**src/rtl/core/bch_pkg.sv**
```systemverilog
package bch_pkg;

    // code geometry
    localparam int CODE_N      = 31;
    localparam int CODE_K      = 16;
    localparam int PARITY_BITS = CODE_N - CODE_K;

    // generator register
    localparam int              GEN_W     = 16;
    localparam logic [GEN_W-1:0] GEN_RESET = 16'h8FAF;

    // frame constants
    localparam logic [7:0] SYNC_BYTE   = 8'hFF;
    localparam logic [7:0] HEADER_BYTE = 8'h80;

    // front sequencer: one message byte per step through the parity LFSR
    typedef enum logic [1:0] {
        FRONT_IDLE,
        FRONT_HIGH,
        FRONT_LOW,
        FRONT_PUSH
    } t_front_state;

    // back serializer: which frame byte goes out next
    typedef enum logic [2:0] {
        SLOT_SYNC,
        SLOT_HEADER,
        SLOT_B3,
        SLOT_B2,
        SLOT_B1,
        SLOT_B0
    } t_slot;

    // queue status seen by both sides
    typedef struct packed {
        logic full;
        logic empty;
    } t_q_stat;

endpackage

```
**src/rtl/core/bch_31_16_encode_framer.sv**
```systemverilog
// BCH(31,16) encoder and framer: one message in, six frame bytes out.
// The front LFSR takes the high, then the low message byte, 8 bits per cycle;
// the codeword is queued, popped into the serializer's word register, and each
// frame byte is registered at the output. Throughput is set by the byte-wide
// output serializer; new messages are taken while earlier ones go out.
// Reset: synchronous, active low; clears queue and sequencers, generator = 0x8FAF.
module bch_31_16_encode_framer import bch_pkg::*; #(
    parameter int QUEUE_DEPTH = 2
) (
    input  logic              i_clk,
    input  logic              i_rst_n,
    input  logic              i_cfg_we,
    input  logic [GEN_W-1:0]  i_cfg_wdata,
    input  logic              i_in_valid,
    output logic              o_in_stall,
    input  logic [7:0]        i_msg_high,
    input  logic [7:0]        i_msg_low,
    output logic              o_out_valid,
    input  logic              i_out_stall,
    output logic [7:0]        o_frame_byte,
    output logic              o_frame_last
);

    logic [GEN_W-1:0]   r_gen;
    logic               push, pop;
    logic [CODE_N-1:0]  push_data, pop_data;
    t_q_stat            q_stat;

    // generator polynomial register
    always_ff @(posedge i_clk) begin
        if (!i_rst_n) begin
            r_gen <= GEN_RESET;
        end else if (i_cfg_we) begin
            r_gen <= i_cfg_wdata;
        end
    end

    // front: accept and compute parity
    bch_front u_front (
        .i_clk       (i_clk),
        .i_rst_n     (i_rst_n),
        .i_gen       (r_gen),
        .i_in_valid  (i_in_valid),
        .o_in_stall  (o_in_stall),
        .i_msg_high  (i_msg_high),
        .i_msg_low   (i_msg_low),
        .i_q_stat    (q_stat),
        .o_push      (push),
        .o_push_data (push_data)
    );

    // codeword queue
    bch_queue #(
        .DEPTH (QUEUE_DEPTH)
    ) u_queue (
        .i_clk       (i_clk),
        .i_rst_n     (i_rst_n),
        .i_push      (push),
        .i_push_data (push_data),
        .i_pop       (pop),
        .o_pop_data  (pop_data),
        .o_stat      (q_stat)
    );

    // back: frame serializer
    bch_back u_back (
        .i_clk        (i_clk),
        .i_rst_n      (i_rst_n),
        .i_q_stat     (q_stat),
        .i_q_data     (pop_data),
        .o_pop        (pop),
        .o_out_valid  (o_out_valid),
        .i_out_stall  (i_out_stall),
        .o_frame_byte (o_frame_byte),
        .o_frame_last (o_frame_last)
    );

endmodule

```
**src/rtl/core/bch_front.sv**
```systemverilog
module bch_front import bch_pkg::*; (
    input  logic                   i_clk,
    input  logic                   i_rst_n,
    input  logic [GEN_W-1:0]       i_gen,
    input  logic                   i_in_valid,
    output logic                   o_in_stall,
    input  logic [7:0]             i_msg_high,
    input  logic [7:0]             i_msg_low,
    input  t_q_stat                i_q_stat,
    output logic                   o_push,
    output logic [CODE_N-1:0]      o_push_data
);

    // eight LFSR shifts of the division by g (x^15 term implied)
    function automatic logic [PARITY_BITS-1:0] lfsr_byte(
        input logic [PARITY_BITS-1:0] rem,
        input logic [7:0]             data,
        input logic [PARITY_BITS-1:0] g
    );
        logic [PARITY_BITS-1:0] r;
        logic                   fb;
        r = rem;
        for (int k = 7; k >= 0; k--) begin
            fb = data[k] ^ r[PARITY_BITS-1];
            r  = {r[PARITY_BITS-2:0], 1'b0} ^ (fb ? g : '0);
        end
        return r;
    endfunction

    t_front_state             r_state, n_state;
    logic [CODE_K-1:0]        r_msg, n_msg;
    logic [PARITY_BITS-1:0]   r_rem, n_rem;
    logic                     accept;

    // state register
    always_ff @(posedge i_clk) begin
        if (!i_rst_n) begin
            r_state <= FRONT_IDLE;
        end else begin
            r_state <= n_state;
        end
    end

    // payload registers
    always_ff @(posedge i_clk) begin
        r_msg <= n_msg;
        r_rem <= n_rem;
    end

    // ready when idle, or when the finished word leaves this cycle
    assign o_in_stall = !((r_state == FRONT_IDLE) ||
                          (r_state == FRONT_PUSH && !i_q_stat.full));
    assign accept     = i_in_valid && !o_in_stall;

    // sequencer
    always_comb begin
        n_state = r_state;
        n_msg   = r_msg;
        n_rem   = r_rem;
        o_push  = 1'b0;
        unique case (r_state)
            FRONT_IDLE: begin
                if (accept) begin
                    n_state = FRONT_HIGH;
                end
            end
            FRONT_HIGH: begin
                n_rem   = lfsr_byte(r_rem, r_msg[15:8], i_gen[PARITY_BITS-1:0]);
                n_state = FRONT_LOW;
            end
            FRONT_LOW: begin
                n_rem   = lfsr_byte(r_rem, r_msg[7:0], i_gen[PARITY_BITS-1:0]);
                n_state = FRONT_PUSH;
            end
            FRONT_PUSH: begin
                if (!i_q_stat.full) begin
                    o_push  = 1'b1;
                    n_state = accept ? FRONT_HIGH : FRONT_IDLE;
                end
            end
            default: begin
                n_state = FRONT_IDLE;
            end
        endcase
        // new message starts with a clear remainder
        if (accept) begin
            n_msg = {i_msg_high, i_msg_low};
            n_rem = '0;
        end
    end

    // codeword: message over parity
    assign o_push_data = {r_msg, r_rem};

endmodule

```
**src/rtl/core/bch_queue.sv**
```systemverilog
module bch_queue import bch_pkg::*; #(
    parameter int DEPTH = 2
) (
    input  logic                i_clk,
    input  logic                i_rst_n,
    input  logic                i_push,
    input  logic [CODE_N-1:0]   i_push_data,
    input  logic                i_pop,
    output logic [CODE_N-1:0]   o_pop_data,
    output t_q_stat             o_stat
);

    localparam int PTR_W = (DEPTH > 1) ? $clog2(DEPTH) : 1;
    localparam int CNT_W = $clog2(DEPTH + 1);

    logic [CODE_N-1:0] r_mem [DEPTH];
    logic [PTR_W-1:0]  r_wr_ptr, r_rd_ptr;
    logic [CNT_W-1:0]  r_count;
    logic              do_push, do_pop;

    assign o_stat.full  = (r_count == CNT_W'(DEPTH));
    assign o_stat.empty = (r_count == '0);
    assign do_push      = i_push && !o_stat.full;
    assign do_pop       = i_pop && !o_stat.empty;

    function automatic logic [PTR_W-1:0] ptr_inc(input logic [PTR_W-1:0] p);
        return (p == PTR_W'(DEPTH - 1)) ? '0 : p + PTR_W'(1);
    endfunction

    // pointers and fill count
    always_ff @(posedge i_clk) begin
        if (!i_rst_n) begin
            r_wr_ptr <= '0;
            r_rd_ptr <= '0;
            r_count  <= '0;
        end else begin
            if (do_push) r_wr_ptr <= ptr_inc(r_wr_ptr);
            if (do_pop)  r_rd_ptr <= ptr_inc(r_rd_ptr);
            if (do_push && !do_pop) begin
                r_count <= r_count + CNT_W'(1);
            end else if (do_pop && !do_push) begin
                r_count <= r_count - CNT_W'(1);
            end
        end
    end

    // storage
    always_ff @(posedge i_clk) begin
        if (do_push) r_mem[r_wr_ptr] <= i_push_data;
    end

    assign o_pop_data = r_mem[r_rd_ptr];

endmodule

```
**src/rtl/core/bch_back.sv**
```systemverilog
module bch_back import bch_pkg::*; (
    input  logic                i_clk,
    input  logic                i_rst_n,
    input  t_q_stat             i_q_stat,
    input  logic [CODE_N-1:0]   i_q_data,
    output logic                o_pop,
    output logic                o_out_valid,
    input  logic                i_out_stall,
    output logic [7:0]          o_frame_byte,
    output logic                o_frame_last
);

    t_slot               r_slot, n_slot;
    logic                r_active, n_active;
    logic                r_valid, n_valid;
    logic [CODE_N-1:0]   r_word, n_word;
    logic [7:0]          r_byte, n_byte;
    logic                r_last, n_last;
    logic [31:0]         word32;
    logic                adv, emit_last;
    logic [7:0]          sel_byte;

    // control registers
    always_ff @(posedge i_clk) begin
        if (!i_rst_n) begin
            r_slot   <= SLOT_SYNC;
            r_active <= 1'b0;
            r_valid  <= 1'b0;
        end else begin
            r_slot   <= n_slot;
            r_active <= n_active;
            r_valid  <= n_valid;
        end
    end

    // payload registers
    always_ff @(posedge i_clk) begin
        r_word <= n_word;
        r_byte <= n_byte;
        r_last <= n_last;
    end

    // frame byte for the current slot
    assign word32 = {1'b0, r_word};
    always_comb begin
        unique case (r_slot)
            SLOT_SYNC:   sel_byte = SYNC_BYTE;
            SLOT_HEADER: sel_byte = HEADER_BYTE;
            SLOT_B3:     sel_byte = word32[31:24];
            SLOT_B2:     sel_byte = word32[23:16];
            SLOT_B1:     sel_byte = word32[15:8];
            SLOT_B0:     sel_byte = word32[7:0];
            default:     sel_byte = SYNC_BYTE;
        endcase
    end

    // output register moves when empty or taken
    assign adv       = !r_valid || !i_out_stall;
    assign emit_last = r_active && (r_slot == SLOT_B0);
    assign o_pop     = !i_q_stat.empty && (!r_active || (adv && emit_last));

    // serializer
    always_comb begin
        n_slot   = r_slot;
        n_active = r_active;
        n_valid  = r_valid;
        n_word   = r_word;
        n_byte   = r_byte;
        n_last   = r_last;
        if (adv) begin
            n_valid = r_active;
            n_byte  = sel_byte;
            n_last  = emit_last;
            if (r_active) begin
                if (emit_last) begin
                    n_active = 1'b0;
                    n_slot   = SLOT_SYNC;
                end else begin
                    n_slot = t_slot'(r_slot + 3'd1);
                end
            end
        end
        // next word loads when idle or behind the last byte
        if (o_pop) begin
            n_word   = i_q_data;
            n_active = 1'b1;
            n_slot   = SLOT_SYNC;
        end
    end

    assign o_out_valid  = r_valid;
    assign o_frame_byte = r_byte;
    assign o_frame_last = r_last;

endmodule
```
**config.mk**
```make
export PLATFORM = sky130hd
export DESIGN_NAME = bch_31_16_encode_framer
export DESIGN_NICKNAME = d
export VERILOG_FILES = /design/src/rtl/core/bch_pkg.sv /design/src/rtl/core/bch_31_16_encode_framer.sv /design/src/rtl/core/bch_front.sv /design/src/rtl/core/bch_queue.sv /design/src/rtl/core/bch_back.sv
export SDC_FILE = /design/constraint.sdc
export NUM_CORES = 1
export LEC_CHECK = 0
export BUFFER_PORTS_ARGS = -buffer_cell sky130_fd_sc_hd__buf_2
export CAP_MARGIN = 10
export CORE_AREA = 3 3 145 147
export CTS_CLUSTER_DIAMETER = 100
export DETAILED_ROUTE_END_ITERATION = 7
export DIE_AREA = 0 0 148 150
export GPL_ROUTABILITY_DRIVEN = 0
export HOLD_SLACK_MARGIN = 0.1
export PLACE_DENSITY = 0.85
export SYNTH_ARGS = -nofsm -noshare
export SYNTH_HDL_FRONTEND = slang
export SYNTH_HIERARCHICAL = 1
export SYNTH_SLANG_ARGS = --single-unit
export TNS_END_PERCENT = 100
```
**constraint.sdc**
```tcl
create_clock -name i_clk -period 3.7 [get_ports i_clk]
set_clock_uncertainty 0.1 [all_clocks]
set_input_delay 0.74 -clock i_clk [delete_from_list [all_inputs] [get_ports i_clk]]
set_output_delay 0.74 -clock i_clk [all_outputs]
set_load 0.005 [all_outputs]
```
* Yosys cells after proc, flatten, opt, wreduce, memory -nomap -nowiden
Memory sizes are Yosys's and may differ from the RTL's. A register that Yosys moved wholly into a read port is not among the register bits. Index checks and enable logic that the tools add are counted.
Storage, ports and cells: input bits 37, output and inout bits 11, register bits after elaboration 66, memory bits (writable) 62, memories kept 1
Operators by class: mux-type cells 35, equality and inequality tests 11, reduce and logical (&&, ||, !) cells 28, add/subtract/negate cells 5, bitwise gates (word level) 33
Memories:
- u_queue.r_mem | words 2, width 31, read ports 1, clocked after Yosys merged registers in 1, wr ports 1, line bch_queue.sv:16 | logic [CODE_N-1:0] r_mem [DEPTH];
Operator list (number):
- two-way mux 15 bit | 16
- bitwise XOR 15 bit | 16
- one-hot mux 8 bit (5 select lines) | 1
- one-hot mux 15 bit (2 select lines) | 1
- bitwise XOR 1 bit | 16
- two-way mux 1 bit | 11
- logical AND 1 bit | 9
- zero test 1 bit | 8
- two-way mux 2 bit | 4
- one-hot mux 2 bit (4 select lines) | 1
- equality test 2 bit, second input constant | 3
- equality test 3 x 2 -> 1 bit, second input constant | 2
- equality test 3 bit, second input constant | 2
- nonzero test 2 bit | 3
- zero test 2 bit | 2
- AND reduction 2 bit | 2
- adder 3 x 1 -> 3 bit, second input constant | 1
- equality test 3 x 1 -> 1 bit, second input constant | 1
- logical OR 1 bit | 3
- two-way mux 3 bit | 1
- adder 1 bit, second input constant | 2
- adder 2 x 1 -> 2 bit, second input constant | 1
- equality test 2 x 1 -> 1 bit, second input constant | 1
- != test 2 x 1 -> 1 bit, second input constant | 1
- other kinds (4) | 4

* Longest topological paths before layout
depth after elaboration 25, mapped depth 17, gate-level depth less buffers 13

* Cells and area by module
The synthesis kept the hierarchy.
By module, submodules not included:
- bch_front | area an instance 6083.3 µm², cells each 798, times used 1
- bch_queue | area an instance 2459.9 µm², cells each 121, times used 1
- bch_back | area an instance 1790.5 µm², cells each 108, times used 1
- bch_31_16_encode_framer | area an instance 588.1 µm², cells each 51, times used 1

* Worst setup path before layout
No wires, ideal clock.
path kind input port to flip-flop, start point input port i_out_stall, end point register u_queue.r_count[1], path buffers 0, data arrival time 3.713 ns, stages 7, slack -0.182 ns, data required time 3.530 ns, setup time 0.070 ns, cells stage by stage and2_1 -> o21ai_0 -> nor2b_1 -> o21ai_1 -> ha_1 -> or3_1 -> a21boi_1
Between the ends: longest elaborated chain between the ends 9
RTL lines:
- start, declared | line bch_31_16_encode_framer.sv:19 | input logic i_out_stall,
- zero test 1 bit (*) | line bch_back.sv:58 | assign adv = !r_valid || !i_out_stall;
- logical OR 1 bit (*) | line bch_back.sv:58
- logical AND 1 bit (*) | line bch_back.sv:60 | assign o_pop = !i_q_stat.empty && (!r_active || (adv && emit_last));
- logical OR 1 bit (*) | line bch_back.sv:60
- logical AND 1 bit (*) | line bch_back.sv:60
- named net pop | line bch_31_16_encode_framer.sv:25 | logic push, pop;
- logical AND 1 bit (*) | line bch_queue.sv:24 | assign do_pop = i_pop && !o_stat.empty;
- zero test 1 bit | line bch_queue.sv:39 | if (do_push && !do_pop) begin
- logical AND 1 bit | line bch_queue.sv:39
- two-way mux 2 bit / nonzero test 2 bit (equally long branches)
- end signal, assigned | line bch_queue.sv:40 | r_count <= r_count + CNT_W'(1);
- end signal, assigned | line bch_queue.sv:42 | r_count <= r_count - CNT_W'(1);
- end, declared | line bch_queue.sv:18 | logic [CNT_W-1:0] r_count;
Mark *: on every way through the listed nets, which the timed path passes. The rest lies on a longest branch. A chain may end at the register's enable or synchronous reset.

* Final worst setup path
start point register u_front.r_msg[15], end point register u_front.r_rem[3]
Between the ends: longest elaborated chain between the ends 25
RTL lines:
- start, declared | line bch_front.sv:31 | logic [CODE_K-1:0] r_msg, n_msg;
- start signal, assigned | line bch_front.sv:46 | r_msg <= n_msg;
- bitwise XOR 1 bit (*) | line bch_front.sv:24 | fb = data[k] ^ r[PARITY_BITS-1];
- two-way mux 15 bit (*) | line bch_front.sv:25 | r = {r[PARITY_BITS-2:0], 1'b0} ^ (fb ? g : '0);
- bitwise XOR 15 bit (*) | line bch_front.sv:25
- bitwise XOR 1 bit | line bch_front.sv:24
- two-way mux 15 bit | line bch_front.sv:25
- bitwise XOR 15 bit (*) | line bch_front.sv:25
- bitwise XOR 1 bit | line bch_front.sv:24
- two-way mux 15 bit | line bch_front.sv:25
- [9 not listed]
- bitwise XOR 15 bit (*) | line bch_front.sv:25
- bitwise XOR 1 bit | line bch_front.sv:24
- two-way mux 15 bit | line bch_front.sv:25
- bitwise XOR 15 bit (*) | line bch_front.sv:25
- bitwise XOR 1 bit | line bch_front.sv:24
- two-way mux 15 bit | line bch_front.sv:25
- bitwise XOR 15 bit (*) | line bch_front.sv:25
- one-hot mux 15 bit (2 select lines) (*) | line bch_front.sv:61 | unique case (r_state)
- end signal, assigned | line bch_front.sv:47 | r_rem <= n_rem;
- end, declared | line bch_front.sv:32 | logic [PARITY_BITS-1:0] r_rem, n_rem;
Every way passes the cells marked *; elsewhere a longest branch is shown, timed or not.

==> out/results.tsv <==
stage	metric	value	unit
min_path	hold crit path type	in2reg	
timing	Rel. slew slack	0.320	
floorplanning	Total Die Area	22200	um2
grt	initial antenna violation count	0	
grt	first-pass GRT wire length	47300	um
logic_synthesis	Post-Syn Area	10900	um2
critical_path	Max stage delay on crit path	0.50	ns
critical_path	Reg2Reg Depth	16	
clock_tree	CTS Buffer Depth	2	
cells_and_area	layout cells sized above 1	0.342	
drt	DR vias	9380	
critical_path	crit path max fanout	4	
floorplanning	initial core utilization	0.543	
drt	# DRC	0	
grt	M3 GR Usage	0.0569	
cells_and_area	Layout Area Growth over Synthesis	27.5	%
timing	worst setup margin	-0.625	ns
place	Final HPWL DP	19200	um
logic_synthesis	Avg Cell Area, Syn	10.1	um2
critical_path	CP max-delay cell	xor3_2	
timing	RSZ-0062 raised after global routing	true	
place	DP Cell Count	1470	
timing	fin crit period	4.33	ns
clock_tree	Skew-Pair Late Insertion Delay	0.44	ns
critical_path	crit path from	u_front/r_msg[15]$_DFFE_PP_	
critical_path	kind of critical path	reg2reg	
floorplanning	Die H	150	um
critical_path	crit-path most repeated cell	buf_6	
drt	DRT iter0 DRCs	1052	
floorplanning	total core area	20000	um2
cells_and_area	Non-Filler Instances	1541	
drt	1st-pass router iterations	8	
clock_tree	CTS clk-pin slew, worst paths	0.07	ns
critical_path	startpoint types	register	
run_status	failing checks	negative setup slack	
critical_path	capturing element type of the critical path	register	
timing	endpoints failing setup	15	
floorplanning	# IOs	48	
timing	Final period util	1.17	
critical_path	critical path arrival	4.56	ns
logic_synthesis	Synth Instances	1075	
critical_path	worst setup path end	u_front/r_rem[3]$_SDFFE_PP0P_	
critical_path	critical path cell sequence	buf_6, xnor2_4, buf_6, xnor2_2, a31oi_2, a21o_1, nand3_1, xor3_2, nand3b_1, and2_4, buf_4, o21ai_4, xnor3_1, o22ai_1, a211oi_1, o32ai_1	
clock_tree	H-tree lvl count	4	
grt	vias in the first global route	8622	
critical_path	flop2flop setup slack	-0.63	ns
drt	Antenna Nets Post-Route	0	
grt	GRT Util Overall	0.273	
drt	routed vias/inst	6.09	
clock_tree	Root Driver	clkbuf_16	
grt	M2 GR Usage	0.475	
logic_synthesis	syn nets	1122	
timing	setup_tns	-7.18	ns
clock_tree	total CTS buffers	17	
logic_synthesis	Syn. warnings	6	
cells_and_area	Final #Nets	1305	
place	IO buf count	46	
timing	Max Freq	231	MHz
clock_tree	Post-CTS Hold Buffers	0	
grt	largest net degree at the start of global routing	33	
drt	WL/cell	21.0	um
clock_tree	CTS tree	built	
grt	met1 GRT Util	0.340	
critical_path	Reg-to-Reg End	u_front/r_rem[3]$_SDFFE_PP0P_	
timing	Worst Tran Pin Value	1.02	ns
flow_run	MaxCap Viol Count	0	
floorplanning	Die W	148	um
place	pre-CTS setup slack	-0.389	ns
timing	Slew Viols, Final	0	
run_status	outcome	complete, but fails checks	
grt	GR Overflow Total	0	
critical_path	worst path required time	3.93	ns
floorplanning	# rows	52	
cells_and_area	Inserted Diodes	0	
critical_path	Crit Reg-Reg Startpoint	u_front/r_msg[15]$_DFFE_PP_	
cells_and_area	FILL cells	1295	
drt	Routed WL	32400	um
grt	busiest grt layer	met2	
timing	Hold Fails Final Rpt	0	
cells_and_area	fin util	0.693	
clock_tree	clk sinks	160	
-- final cells by class --
type                    count  area [um2]  area share
clock buffers              20         479      0.0345
inverters                  16        60.1     0.00433
multi-input cells         826        6760       0.487
repair buffers            237        1770       0.127
flip-flops and latches    160        4390       0.316
well taps                 270         338      0.0243
clock inverters            12        93.8     0.00676
-- layout by cell type (no fill, tap or decap), drive strengths merged, types with 32 or more instances in the layout --
| master | count |
|---|---|
| nor2 | 39 |
| buf | 237 |
| mux2 | 33 |
| nand2 | 211 |
| dfxtp | 42 |
| o21ai | 38 |
| nand3 | 32 |
| mux2i | 33 |
| edfxtp | 118 |
| xnor2 | 179 |
-- per-stage QoR --
| step | instance area, um2 | hold slack [ns] |
|---|---|---|
| after floorplan | 10900 | 0.320 |
| after global placement | 12300 | 0.356 |
| after detailed placement | 12300 | 0.384 |
| after CTS | 13600 | 0.368 |
| after global routing | 13900 | 0.363 |
| final | 13900 | 0.377 |
-- state kept, by name, summed over array words and instances, names as in the netlist, named ones only --
name and count:
u_back/o_out_valid 1, u_front/r_msg 16, u_queue/r_rd_ptr 1, u_queue/r_wr_ptr 1
u_front/r_state 2, u_queue/r_mem 62, u_back/o_frame_last 1, u_back/o_frame_byte 8
u_back/r_active 1, u_front/r_rem 15, r_gen 15, u_queue/r_count 2
u_back/r_slot 3, u_back/r_word 31
-- how the worst min path moves through the flow --
stage,startpoint,to,slack (ns),cells past startpoint
floorplan,u_front/r_rem[12]$_SDFFE_PP0P_,u_queue/r_mem[0][12]$_DFFE_PP_,0.32,0
global placement,r_gen[7]$_SDFFE_PN1P_,r_gen[7]$_SDFFE_PN1P_,0.36,2
detailed placement,u_front/r_msg[8]$_DFFE_PP_,u_queue/r_mem[0][23]$_DFFE_PP_,0.38,0
CTS,i_msg_low[1],u_front/r_msg[1]$_DFFE_PP_,0.37,1
global route,i_msg_low[4],u_front/r_msg[4]$_DFFE_PP_,0.36,1
finish,i_msg_low[3],u_front/r_msg[3]$_DFFE_PP_,0.38,1
-- worst max-delay path, delay by kind of cell, from the launching register on --
family                 cells  cell delay (ns)
flip-flops                 1             0.44
buffers and inverters      3             0.48
AO/OA/AOI/OAI              6             1.10
AND/OR/NAND/NOR            3             0.71
XOR/XNOR                   4             1.39
-- repair_timing --
action / CTS / global route
endpoints found under the setup margin: 15 / 15
pin swaps: 65 / 18
cloned: 1 / 0
setup buffers: 33 / 10
gates resized for setup: 105 / 37
-- metal layers --
metal	vias up	routed length, um	part of all wire
li1	4103	-	-
met1	4505	11900	0.37
met2	625	16100	0.50
met3	147	2990	0.092
met4	0	1360	0.042
met5	-	0	0
Power is left out: the tool's default activity adds up to more than one toggle a clock period on the data nets, which glitch-free logic cannot reach.
